File: src/hdl/wesm_pkg.sv
// ---------------------------------------------------------------------------
// wesm_pkg: wheel encoder speed meter package
// Field widths, constants, operation and register codes, shared structs.
// ---------------------------------------------------------------------------
package wesm_pkg;

  localparam int NUM_CHANNELS = 2;

  localparam int OP_W     = 2;
  localparam int CH_W     = 1;
  localparam int TS_W     = 32;
  localparam int COUNT_W  = 32;
  localparam int DIST_W   = 48;
  localparam int SPEED_W  = 16;
  localparam int DPP_W    = 24;
  localparam int TMO_W    = 32;
  localparam int PERIOD_W = 20;

  localparam int CFG_IDX_W  = 2;
  localparam int CFG_DATA_W = 32;

  // speed division: numerator dpp * 1e6, divisor period * 256
  localparam int NUM_W     = DPP_W + PERIOD_W;
  localparam int DEN_W     = PERIOD_W + 8;
  localparam int QUO_W     = SPEED_W;
  localparam int DIV_CNT_W = $clog2(QUO_W + 2);
  localparam int LIM_W     = TMO_W + 11;

  localparam logic [TS_W-1:0]     PERIOD_MIN_US = TS_W'(1000);
  localparam logic [TS_W-1:0]     PERIOD_MAX_US = TS_W'(1000000);
  localparam logic [NUM_W-1:0]    USEC_PER_SEC  = NUM_W'(1000000);
  localparam logic [LIM_W-1:0]    USEC_PER_MS   = LIM_W'(1000);
  localparam logic [SPEED_W-1:0]  SPEED_CAP_Q8  = SPEED_W'(51200);
  localparam logic [PERIOD_W-1:0] PERIOD_RESET  = PERIOD_W'(100000);
  localparam logic [TMO_W-1:0]    TMO_RESET     = TMO_W'(100);

  typedef enum logic [OP_W-1:0] {
    OP_EDGE  = 2'd0,
    OP_READ  = 2'd1,
    OP_RESET = 2'd2
  } op_t;

  localparam logic [CFG_IDX_W-1:0] CFG_DIST_PER_PULSE = 2'd0;
  localparam logic [CFG_IDX_W-1:0] CFG_SPEED_TIMEOUT  = 2'd1;

  typedef struct packed {
    logic [COUNT_W-1:0]  count;
    logic [DIST_W-1:0]   travel;
    logic [PERIOD_W-1:0] period;
    logic [TS_W-1:0]     last;
  } chan_rd_t;

  typedef struct packed {
    logic               done;
    logic               busy;
    logic               ovf;
    logic [QUO_W-1:0]   quo;
  } div_res_t;

endpackage

File: src/hdl/wesm_in_if.sv
// ---------------------------------------------------------------------------
// wesm_in_if: input item channel
// Valid/ready channel carrying operation, channel and timestamp.
// ---------------------------------------------------------------------------
interface wesm_in_if import wesm_pkg::*; ();
  logic            valid;
  logic            ready;
  logic [OP_W-1:0] operation;
  logic [CH_W-1:0] channel;
  logic [TS_W-1:0] timestamp_us;

  modport source (output valid, operation, channel, timestamp_us, input ready);
  modport sink   (input valid, operation, channel, timestamp_us, output ready);
endinterface

File: src/hdl/wesm_out_if.sv
// ---------------------------------------------------------------------------
// wesm_out_if: result channel
// Valid/ready channel carrying count, distance and the two speeds.
// ---------------------------------------------------------------------------
interface wesm_out_if import wesm_pkg::*; ();
  logic               valid;
  logic               ready;
  logic [COUNT_W-1:0] pulse_total;
  logic [DIST_W-1:0]  distance_q16;
  logic [SPEED_W-1:0] speed_q8;
  logic [SPEED_W-1:0] gated_speed_q8;

  modport source (output valid, pulse_total, distance_q16, speed_q8, gated_speed_q8,
                  input ready);
  modport sink   (input valid, pulse_total, distance_q16, speed_q8, gated_speed_q8,
                  output ready);
endinterface

File: src/hdl/wesm_cfg_if.sv
// ---------------------------------------------------------------------------
// wesm_cfg_if: configuration write channel
// Valid/ready channel carrying a register index and write data.
// ---------------------------------------------------------------------------
interface wesm_cfg_if import wesm_pkg::*; ();
  logic                  valid;
  logic                  ready;
  logic [CFG_IDX_W-1:0]  index;
  logic [CFG_DATA_W-1:0] data;

  modport source (output valid, index, data, input ready);
  modport sink   (input valid, index, data, output ready);
endinterface

File: src/hdl/wheel_encoder_speed_meter.sv
// Each input item passes through the update, load, divide and finish steps before its result is registered.
// A new item is accepted only while the sequencer is idle; the 17-step serial speed divider dominates this.
// The output register frees the result side: a waiting result stalls only the final step.
// Reset (rst_n low, synchronous) clears all channel state at once: counts, distance and
// last time to zero, stored period to 100000 us; distance per pulse 0, timeout 100 ms.
// ---------------------------------------------------------------------------
// wheel_encoder_speed_meter: two-channel wheel encoder speed meter
// Counts edges, accumulates distance and derives period-based speed with a
// bit-serial divider, plus a timeout-gated copy of the speed.
// ---------------------------------------------------------------------------
module wheel_encoder_speed_meter import wesm_pkg::*; (
  input  logic        clk,
  input  logic        rst_n,
  wesm_in_if.sink     in_ch,
  wesm_out_if.source  out_ch,
  wesm_cfg_if.sink    cfg_ch
);

  // Sequencer: take item, update channel state, load divider, divide, finish.
  typedef enum logic [4:0] {
    ST_IDLE = 5'b00001,
    ST_UPD  = 5'b00010,
    ST_LOAD = 5'b00100,
    ST_DIV  = 5'b01000,
    ST_FIN  = 5'b10000
  } state_t;

  state_t state_r, state_nxt;

  // configuration registers
  logic [DPP_W-1:0] dpp_r;
  logic [TMO_W-1:0] tmo_r;

  // captured item
  logic [OP_W-1:0] op_r;
  logic [CH_W-1:0] ch_r;
  logic [TS_W-1:0] ts_r;

  // working values, loaded after the state update
  logic [COUNT_W-1:0] count_r;
  logic [DIST_W-1:0]  dist_r;
  logic [TS_W-1:0]    elapsed_r;
  logic [LIM_W-1:0]   lim_r;
  logic               zero_r;
  logic               oor_r;

  // output register
  logic               out_valid_r;
  logic [COUNT_W-1:0] out_count_r;
  logic [DIST_W-1:0]  out_dist_r;
  logic [SPEED_W-1:0] out_speed_r;
  logic [SPEED_W-1:0] out_gated_r;

  chan_rd_t         rd;
  div_res_t         div_res;
  logic [NUM_W-1:0] num;
  logic             in_xfer;
  logic             out_free;
  logic [SPEED_W-1:0] speed;
  logic             expired;

  assign in_ch.ready  = (state_r == ST_IDLE);
  assign in_xfer      = in_ch.valid && in_ch.ready;
  assign cfg_ch.ready = 1'b1;
  assign out_free     = !out_valid_r || out_ch.ready;

  // config writes; indices off the list are dropped
  always_ff @(posedge clk) begin
    if (!rst_n) begin
      dpp_r <= '0;
      tmo_r <= TMO_RESET;
    end else if (cfg_ch.valid) begin
      if (cfg_ch.index == CFG_DIST_PER_PULSE) dpp_r <= cfg_ch.data[DPP_W-1:0];
      if (cfg_ch.index == CFG_SPEED_TIMEOUT)  tmo_r <= cfg_ch.data[TMO_W-1:0];
    end
  end

  wesm_chan u_chan (
    .clk   (clk),
    .rst_n (rst_n),
    .upd   (state_r == ST_UPD),
    .op    (op_r),
    .ch    (ch_r),
    .ts    (ts_r),
    .dpp   (dpp_r),
    .rd    (rd)
  );

  // numerator dpp * 1e6: constant multiply, registered inside the divider
  assign num = NUM_W'(dpp_r) * USEC_PER_SEC;

  wesm_div u_div (
    .clk    (clk),
    .rst_n  (rst_n),
    .start  (state_r == ST_LOAD),
    .num    (num),
    .period (rd.period),
    .res    (div_res)
  );

  // sequencer
  always_comb begin
    state_nxt = state_r;
    unique case (state_r)
      ST_IDLE: if (in_xfer) state_nxt = ST_UPD;
      ST_UPD:  state_nxt = ST_LOAD;
      ST_LOAD: state_nxt = ST_DIV;
      ST_DIV:  if (div_res.done) state_nxt = ST_FIN;
      ST_FIN:  if (out_free) state_nxt = ST_IDLE;
      default: state_nxt = ST_IDLE;
    endcase
  end

  always_ff @(posedge clk) begin
    if (!rst_n) state_r <= ST_IDLE;
    else        state_r <= state_nxt;
  end

  always_ff @(posedge clk) begin
    if (in_xfer) begin
      op_r <= in_ch.operation;
      ch_r <= in_ch.channel;
      ts_r <= in_ch.timestamp_us;
    end
  end

  // Load step: channel state is already updated. The timeout test
  // floor(elapsed / 1000) > T is rewritten as elapsed >= 1000 * (T + 1),
  // so no division by 1000 is needed.
  always_ff @(posedge clk) begin
    if (state_r == ST_LOAD) begin
      count_r   <= rd.count;
      dist_r    <= rd.travel;
      elapsed_r <= ts_r - rd.last;
      lim_r     <= (LIM_W'(tmo_r) + LIM_W'(1)) * USEC_PER_MS;
      zero_r    <= rd.period <= PERIOD_MIN_US[PERIOD_W-1:0];
      oor_r     <= !(int'(ch_r) < NUM_CHANNELS);
    end
  end

  // speed: zero for short or cleared periods, capped at 200 cm/s
  always_comb begin
    priority if (zero_r)                               speed = '0;
    else if (div_res.ovf || div_res.quo > SPEED_CAP_Q8) speed = SPEED_CAP_Q8;
    else                                               speed = div_res.quo;
  end

  assign expired = LIM_W'(elapsed_r) >= lim_r;

  always_ff @(posedge clk) begin
    if (!rst_n) begin
      out_valid_r <= 1'b0;
    end else if (state_r == ST_FIN && out_free) begin
      out_valid_r <= 1'b1;
    end else if (out_ch.ready) begin
      out_valid_r <= 1'b0;
    end
  end

  always_ff @(posedge clk) begin
    if (state_r == ST_FIN && out_free) begin
      // channel out of range: every field reads zero
      out_count_r <= oor_r ? '0 : count_r;
      out_dist_r  <= oor_r ? '0 : dist_r;
      out_speed_r <= oor_r ? '0 : speed;
      out_gated_r <= (oor_r || expired) ? '0 : speed;
    end
  end

  assign out_ch.valid          = out_valid_r;
  assign out_ch.pulse_total    = out_count_r;
  assign out_ch.distance_q16   = out_dist_r;
  assign out_ch.speed_q8       = out_speed_r;
  assign out_ch.gated_speed_q8 = out_gated_r;

`ifndef SYNTHESIS
  a_div_done_in_div: assert property (@(posedge clk) disable iff (!rst_n)
    div_res.done |-> state_r == ST_DIV)
    else $error("divider finished outside the divide step");

  a_div_idle_on_xfer: assert property (@(posedge clk) disable iff (!rst_n)
    in_xfer |-> !div_res.busy)
    else $error("input transfer while the divider is running");

  a_speed_cap: assert property (@(posedge clk) disable iff (!rst_n)
    out_valid_r |-> out_speed_r <= SPEED_CAP_Q8)
    else $error("speed above cap");

  a_gated_speed: assert property (@(posedge clk) disable iff (!rst_n)
    out_valid_r |-> (out_gated_r == '0) || (out_gated_r == out_speed_r))
    else $error("gated speed neither zero nor speed");

  a_fin_to_idle: assert property (@(posedge clk) disable iff (!rst_n)
    (state_r == ST_FIN) && out_free |=> out_valid_r && (state_r == ST_IDLE))
    else $error("finished result not loaded into output register");
`endif

endmodule

File: src/hdl/wesm_chan.sv
// ---------------------------------------------------------------------------
// wesm_chan: per-channel encoder state
// Edge count, last edge time, stored period and distance, one set per channel.
// ---------------------------------------------------------------------------
module wesm_chan import wesm_pkg::*; (
  input  logic             clk,
  input  logic             rst_n,
  input  logic             upd,
  input  logic [OP_W-1:0]  op,
  input  logic [CH_W-1:0]  ch,
  input  logic [TS_W-1:0]  ts,
  input  logic [DPP_W-1:0] dpp,
  output chan_rd_t         rd
);

  logic [COUNT_W-1:0]  count_r  [NUM_CHANNELS];
  logic [TS_W-1:0]     last_r   [NUM_CHANNELS];
  logic [PERIOD_W-1:0] period_r [NUM_CHANNELS];
  logic [DIST_W-1:0]   dist_r   [NUM_CHANNELS];

  logic              ch_ok;
  logic [TS_W-1:0]   period;
  logic              in_win;
  logic [DIST_W:0]   dsum;
  logic [DIST_W-1:0] dsat;

  assign ch_ok  = int'(ch) < NUM_CHANNELS;
  assign period = ts - last_r[ch];
  assign in_win = (last_r[ch] != '0) && (period > PERIOD_MIN_US) && (period < PERIOD_MAX_US);
  assign dsum   = {1'b0, dist_r[ch]} + (DIST_W + 1)'(dpp);
  assign dsat   = dsum[DIST_W] ? '1 : dsum[DIST_W-1:0];

  always_ff @(posedge clk) begin
    if (!rst_n) begin
      for (int i = 0; i < NUM_CHANNELS; i++) begin
        count_r[i]  <= '0;
        last_r[i]   <= '0;
        period_r[i] <= PERIOD_RESET;
        dist_r[i]   <= '0;
      end
    end else if (upd && ch_ok) begin
      unique case (op)
        OP_EDGE: begin
          count_r[ch] <= count_r[ch] + COUNT_W'(1);
          last_r[ch]  <= ts;
          if (in_win) begin
            period_r[ch] <= period[PERIOD_W-1:0];
            dist_r[ch]   <= dsat;
          end
        end
        OP_RESET: begin
          count_r[ch]  <= '0;
          last_r[ch]   <= ts;
          period_r[ch] <= '0;
          dist_r[ch]   <= '0;
        end
        default: ;  // read only, spare code
      endcase
    end
  end

  assign rd.count  = count_r[ch];
  assign rd.travel = dist_r[ch];
  assign rd.period = period_r[ch];
  assign rd.last   = last_r[ch];

endmodule

File: src/hdl/wesm_div.sv
// ---------------------------------------------------------------------------
// wesm_div: bit-serial speed divider
// Restoring division, one quotient bit per cycle, with 16-bit overflow flag.
// ---------------------------------------------------------------------------
module wesm_div import wesm_pkg::*; (
  input  logic                clk,
  input  logic                rst_n,
  input  logic                start,
  input  logic [NUM_W-1:0]    num,
  input  logic [PERIOD_W-1:0] period,
  output div_res_t            res
);

  localparam logic [DIV_CNT_W-1:0] CNT_FIRST = DIV_CNT_W'(QUO_W + 1);
  localparam logic [DIV_CNT_W-1:0] CNT_LAST  = DIV_CNT_W'(1);

  logic [DEN_W:0]         rem_r, rem_nxt;
  logic [QUO_W-1:0]       lo_r, lo_nxt;
  logic [QUO_W-1:0]       quo_r, quo_nxt;
  logic [DEN_W-1:0]       den_r;
  logic [DIV_CNT_W-1:0]   cnt_r, cnt_nxt;
  logic                   busy_r, busy_nxt;
  logic                   done_r, done_nxt;
  logic                   ovf_r, ovf_nxt;
  logic [DEN_W:0]         trial;
  logic                   ge;

  assign trial = {rem_r[DEN_W-1:0], lo_r[QUO_W-1]};
  assign ge    = trial >= {1'b0, den_r};

  always_comb begin
    rem_nxt  = rem_r;
    lo_nxt   = lo_r;
    quo_nxt  = quo_r;
    cnt_nxt  = cnt_r;
    busy_nxt = busy_r;
    done_nxt = 1'b0;
    ovf_nxt  = ovf_r;
    if (busy_r) begin
      cnt_nxt = cnt_r - DIV_CNT_W'(1);
      if (cnt_r == CNT_FIRST) begin
        // quotient of 2^16 or more: high part already reaches the divisor
        ovf_nxt = rem_r[DEN_W-1:0] >= den_r;
      end else begin
        rem_nxt = ge ? (trial - {1'b0, den_r}) : trial;
        lo_nxt  = {lo_r[QUO_W-2:0], 1'b0};
        quo_nxt = {quo_r[QUO_W-2:0], ge};
        if (cnt_r == CNT_LAST) begin
          busy_nxt = 1'b0;
          done_nxt = 1'b1;
        end
      end
    end
  end

  always_ff @(posedge clk) begin
    if (!rst_n) begin
      busy_r <= 1'b0;
      done_r <= 1'b0;
      cnt_r  <= '0;
    end else if (start) begin
      busy_r <= 1'b1;
      done_r <= 1'b0;
      cnt_r  <= CNT_FIRST;
    end else begin
      busy_r <= busy_nxt;
      done_r <= done_nxt;
      cnt_r  <= cnt_nxt;
    end
  end

  always_ff @(posedge clk) begin
    if (start) begin
      rem_r <= {1'b0, num[NUM_W-1:QUO_W]};
      lo_r  <= num[QUO_W-1:0];
      quo_r <= '0;
      den_r <= {period, 8'b0};
      ovf_r <= 1'b0;
    end else begin
      rem_r <= rem_nxt;
      lo_r  <= lo_nxt;
      quo_r <= quo_nxt;
      ovf_r <= ovf_nxt;
    end
  end

  assign res.done = done_r;
  assign res.busy = busy_r;
  assign res.ovf  = ovf_r;
  assign res.quo  = quo_r;

endmodule
File: src/flat_wrapper.sv
// flat-port wrapper written by rule: the top's interface ports become plain ports
module wheel_encoder_speed_meter_flat import wesm_pkg::*;
  (clk, rst_n, in_ch_valid, in_ch_operation, in_ch_channel, in_ch_timestamp_us, in_ch_ready, out_ch_valid, out_ch_pulse_total, out_ch_distance_q16, out_ch_speed_q8, out_ch_gated_speed_q8, out_ch_ready, cfg_ch_valid, cfg_ch_index, cfg_ch_data, cfg_ch_ready);
  wesm_in_if in_ch_i ();
  wesm_out_if out_ch_i ();
  wesm_cfg_if cfg_ch_i ();
  input  logic clk;
  input  logic rst_n;
  input wire logic [$bits(in_ch_i.valid)-1:0] in_ch_valid;
  input wire logic [$bits(in_ch_i.operation)-1:0] in_ch_operation;
  input wire logic [$bits(in_ch_i.channel)-1:0] in_ch_channel;
  input wire logic [$bits(in_ch_i.timestamp_us)-1:0] in_ch_timestamp_us;
  output wire logic [$bits(in_ch_i.ready)-1:0] in_ch_ready;
  output wire logic [$bits(out_ch_i.valid)-1:0] out_ch_valid;
  output wire logic [$bits(out_ch_i.pulse_total)-1:0] out_ch_pulse_total;
  output wire logic [$bits(out_ch_i.distance_q16)-1:0] out_ch_distance_q16;
  output wire logic [$bits(out_ch_i.speed_q8)-1:0] out_ch_speed_q8;
  output wire logic [$bits(out_ch_i.gated_speed_q8)-1:0] out_ch_gated_speed_q8;
  input wire logic [$bits(out_ch_i.ready)-1:0] out_ch_ready;
  input wire logic [$bits(cfg_ch_i.valid)-1:0] cfg_ch_valid;
  input wire logic [$bits(cfg_ch_i.index)-1:0] cfg_ch_index;
  input wire logic [$bits(cfg_ch_i.data)-1:0] cfg_ch_data;
  output wire logic [$bits(cfg_ch_i.ready)-1:0] cfg_ch_ready;
  assign in_ch_i.valid = in_ch_valid;
  assign in_ch_i.operation = in_ch_operation;
  assign in_ch_i.channel = in_ch_channel;
  assign in_ch_i.timestamp_us = in_ch_timestamp_us;
  assign in_ch_ready = in_ch_i.ready;
  assign out_ch_valid = out_ch_i.valid;
  assign out_ch_pulse_total = out_ch_i.pulse_total;
  assign out_ch_distance_q16 = out_ch_i.distance_q16;
  assign out_ch_speed_q8 = out_ch_i.speed_q8;
  assign out_ch_gated_speed_q8 = out_ch_i.gated_speed_q8;
  assign out_ch_i.ready = out_ch_ready;
  assign cfg_ch_i.valid = cfg_ch_valid;
  assign cfg_ch_i.index = cfg_ch_index;
  assign cfg_ch_i.data = cfg_ch_data;
  assign cfg_ch_ready = cfg_ch_i.ready;
  wheel_encoder_speed_meter u_core (.clk(clk), .rst_n(rst_n), .in_ch(in_ch_i), .out_ch(out_ch_i), .cfg_ch(cfg_ch_i));
endmodule
File: config.mk
export PLATFORM = sky130hd
export DESIGN_NAME = wheel_encoder_speed_meter_flat
export DESIGN_NICKNAME = d
export VERILOG_FILES = /design/src/hdl/wesm_pkg.sv /design/src/hdl/wesm_in_if.sv /design/src/hdl/wesm_out_if.sv /design/src/hdl/wesm_cfg_if.sv /design/src/hdl/wheel_encoder_speed_meter.sv /design/src/hdl/wesm_chan.sv /design/src/hdl/wesm_div.sv /design/src/flat_wrapper.sv
export SDC_FILE = /design/constraint.sdc
export NUM_CORES = 2
export LEC_CHECK = 0
export BUFFER_PORTS_ARGS = -buffer_cell sky130_fd_sc_hd__buf_2
export CORE_MARGIN = 2
export CORE_UTILIZATION = 40
export CTS_CLUSTER_SIZE = 25
export DETAILED_ROUTE_END_ITERATION = 10
export HOLD_SLACK_MARGIN = 0.1
export PLACE_DENSITY_LB_ADDON = 0.3
export SLEW_MARGIN = 10
export SYNTH_ARGS = -nofsm -noshare
export SYNTH_HDL_FRONTEND = slang
export SYNTH_SLANG_ARGS = --single-unit
File: constraint.sdc
create_clock -name clk -period 26.1 [get_ports clk]
set_clock_uncertainty 0.2 [all_clocks]
set_input_delay 7.83 -clock clk [delete_from_list [all_inputs] [get_ports clk]]
set_output_delay 7.83 -clock clk [all_outputs]
set_load 0.005 [all_outputs]
==> run_results.csv <==
group,metric,value,unit
logic_synthesis,yosysWarningCount,0,
logic_synthesis,syn_area_per_cell,11.3,µm²
worst_setup_path,critical_path_class,"in -> reg",
timing,hold_viol_final,0,
worst_setup_path,critPathLaunchType,"primary input",
drt,route.antenna.remaining_nets,0,
place,port_buffers,187,
layout,flow.area_growth_from_synthesis,11.5,%
logic_synthesis,ys_ff_latch,709,
logic_synthesis,synth_top_cell_by_area,"edfxtp_1",
drt,vias,29000,
timing,max-slew-margin-rel,18.3,%
logic_synthesis,synth_cell_type_count,90,
worst_hold_path,hp-class,"reg -> reg",
layout,final_cell_count_no_fill,5545,
layout,fillCellCount,10200,
drt,wl_per_cell,18.5,µm
logic_synthesis,syn_area,0.0437,mm²
logic_synthesis,synth_edf_count,622,
pwr,power_leakage,20.1,nW
clock_network,clk_latency,0.68,ns
logic_synthesis,ys_async_sr_fraction,0,%
pwr,powerDensity,60.5,mW/mm²
floorplanning,floorplan.io_pins,189,
clock_network,cts.reportedPaths.clkPinSlew,0.06,ns
drt,vias_per_cell,5.23,
worst_setup_path,cp_max_fo,58,
timing,rsz0062_at_grt,"no",
grt,grt_start_max_net_pins,81,
layout,drive_gt1_share,11.7,%
timing,drv_slew,0,
grt,gr-usage-all-layers,18.5,%
drt,drc,0,
timing,period_minus_slack,11.40,ns
clock_network,cts.sinks,709,
logic_synthesis,postSynthCellCount,3878,
timing,tightestPinTransition,1.22,ns
worst_setup_path,r2r_setup_slack,18.05,ns
logic_synthesis,syn-num-nets,4480,
place,dpl.hpwl,75900,µm
grt,antenna_found_initial,3,
grt,grt_overflow_total,0,
drt,drt_pre_antenna_iters,5,
run_status,status,"finished clean",
logic_synthesis,synth_area_leaders,"edfxtp_1, ha_1, fa_1",
timing,max_freq,0.0877,GHz
clock_network,htree_levels,3,
place,gp_congestion,0.876,
floorplanning,initial_core_util,40.2,%
clock_network,cts_made_buffers,80,
clock_network,cts_hold_buffers,0,
timing,finalCritPeriodShare,43.7,%
floorplanning,fp.coreArea,0.109,mm²
drt,wl,102000,µm
timing,finalSetupViolations,0,
layout,final_nets,4670,
clock_network,clockBufferDepth,3,
worst_setup_path,required,26.19,ns
logic_synthesis,yosysSeqAreaShare,46.7,%
floorplanning,rows,121,
floorplanning,die_height,335,µm
logic_synthesis,synth-main-ff-cell,"edfxtp_1",
pwr,p_total,0.00295,W
run,max-cap-violations,0,
clock_network,cts_tree,"done",
clock_network,cts-root-buf,"clkbuf_16",
grt,grt_pass1_wl,162000,µm
clock_network,post_cts_buffers,0,
pwr,vdd_drop_max,49.1,µV
timing,whs,0.213,ns
timing,fin_tns_setup,0,ns
logic_synthesis,synth_top_area_share,42.7,%
floorplanning,die_area,0.112,mm²
worst_setup_path,critPathArrivalTime,11.49,ns
grt,grt_pass1_vias,29300,
drt,drtIter0Drc,1924,
clock_network,cts_resized,0,
floorplanning,die_x,335,µm
worst_setup_path,endpoint_kind,"flip-flop",
place,place_inst,5400,
==> critical path, stage by stage <==
cell and delay, ns:
buf_2 0.19, nand4_1 0.18, nor2_2 0.11, buf_4 0.33, inv_1 0.10, a311oi_1 0.30, nand3_1 0.11, nor4_1 0.20
o2111a_1 0.44, nand4_4 0.12, buf_4 0.37, nand3_4 0.54, buf_4 0.55
==> final cells by class <==
cell class	count	area [µm²]	area share, %
diodes	1	2.50	0.00513
clock buffers	105	2170	4.45
clock inverters	39	367	0.752
inverters	398	1500	3.08
multi-input cells	2662	21400	43.8
flip-flops and latches	709	20400	41.9
well taps	1414	1770	3.63
repair buffers	217	1160	2.38
==> sequential cells by signal, indices dropped and copies added, names as in the netlist, 32 cells and up, named ones only <==
name                        cells
u_core.out_ch.pulse_total      32
u_core.count_r                 32
u_core.tmo_r                   32
u_core.dist_r                  48
u_core.u_chan.count_r          64
u_core.u_chan.period_r         40
u_core.elapsed_r               32
u_core.u_chan.last_r           64
u_core.out_ch.distance_q16     48
u_core.lim_r                   40
u_core.u_chan.dist_r           96
u_core.ts_r                    32
==> kinds of logic (layout without fill, tap and decap cells) <==
logic type      Yosys count  count (layout)  share of synthesized area (%)
fa+ha+maj               539             539                           18.7
buf+inv                 507             759                           4.59
compound gates          657             657                           9.87
xor+xnor                228             228                           4.58
other cells               1               2                        0.00858
mux                     152             152                           3.74
simple gates           1085            1085                           11.8
flops                   709             709                           46.7
==> per-stage QoR <==
step / setup slack, ns / util, % / instance area, µm²
6_report: 14.70 / 44.8 / 48700
5_1_grt: 14.48 / 44.8 / 48700
2_1_floorplan: 12.40 / - / 43700
3_5_place_dp: 14.04 / 42.5 / 46200
3_3_place_gp: 14.07 / 42.5 / 46200
4_1_cts: 14.71 / 44.8 / 48700
==> cell usage after synthesis, drive strengths merged, types with 70 or more instances <==
library cell  count
a21boi           70
a21o             77
a21oi           184
and3             74
clkbuf           72
dfxtp            87
edfxtp          622
fa              197
ha              331
inv             397
mux2             90
nand2           316
nand3            70
nor2            326
o21ai           121
xnor2           160
==> worst paths after layout <==
check | startpoint | end | cells past startpoint
worst max-delay path | rst_n | u_core.u_chan.dist_r[1][2]$_SDFFCE_PN0P_ | 13
worst min-delay path | u_core.count_r[27]$_DFFE_PP_ | u_core.out_ch.pulse_total[27]$_DFFE_PP_ | 0
worst max register to register | u_core.tmo_r[0]$_SDFFE_PN0P_ | u_core.lim_r[42]$_DFFE_PP_ | 23
worst min register to register | u_core.count_r[27]$_DFFE_PP_ | u_core.out_ch.pulse_total[27]$_DFFE_PP_ | 0
==> layer usage <==
| layer | track usage, % | routed length [µm] | vias up |
|---|---|---|---|
| met5 | 0 | 0 | - |
| met4 | 6.13 | 3080 | 0 |
| met3 | 2.85 | 4500 | 163 |
| met2 | 31.4 | 49600 | 584 |
| met1 | 24.2 | 45300 | 14200 |
| li1 | - | - | 14100 |
==> layout by cell type (no fill, tap or decap), drive strengths merged, types with 68 or more instances in the layout <==
cell	n
mux2	90
a21oi	184
xor2	68
nand2	316
ha	331
nand3	70
edfxtp	622
a21o	77
dfxtp	87
buf	217
fa	197
and3	74
xnor2	160
inv	402
o21ai	121
clkbuf	105
a21boi	70
nor2	326
==> power by group <==
part	internal (W)	switching (W)	total, W
clock	0.000629	0.000470	0.00110
sequential	0.00127	0.0000249	0.00130
combinational	0.000213	0.000339	0.000551
total	0.00211	0.000833	0.00295
(Power assumes the default switching activity.)
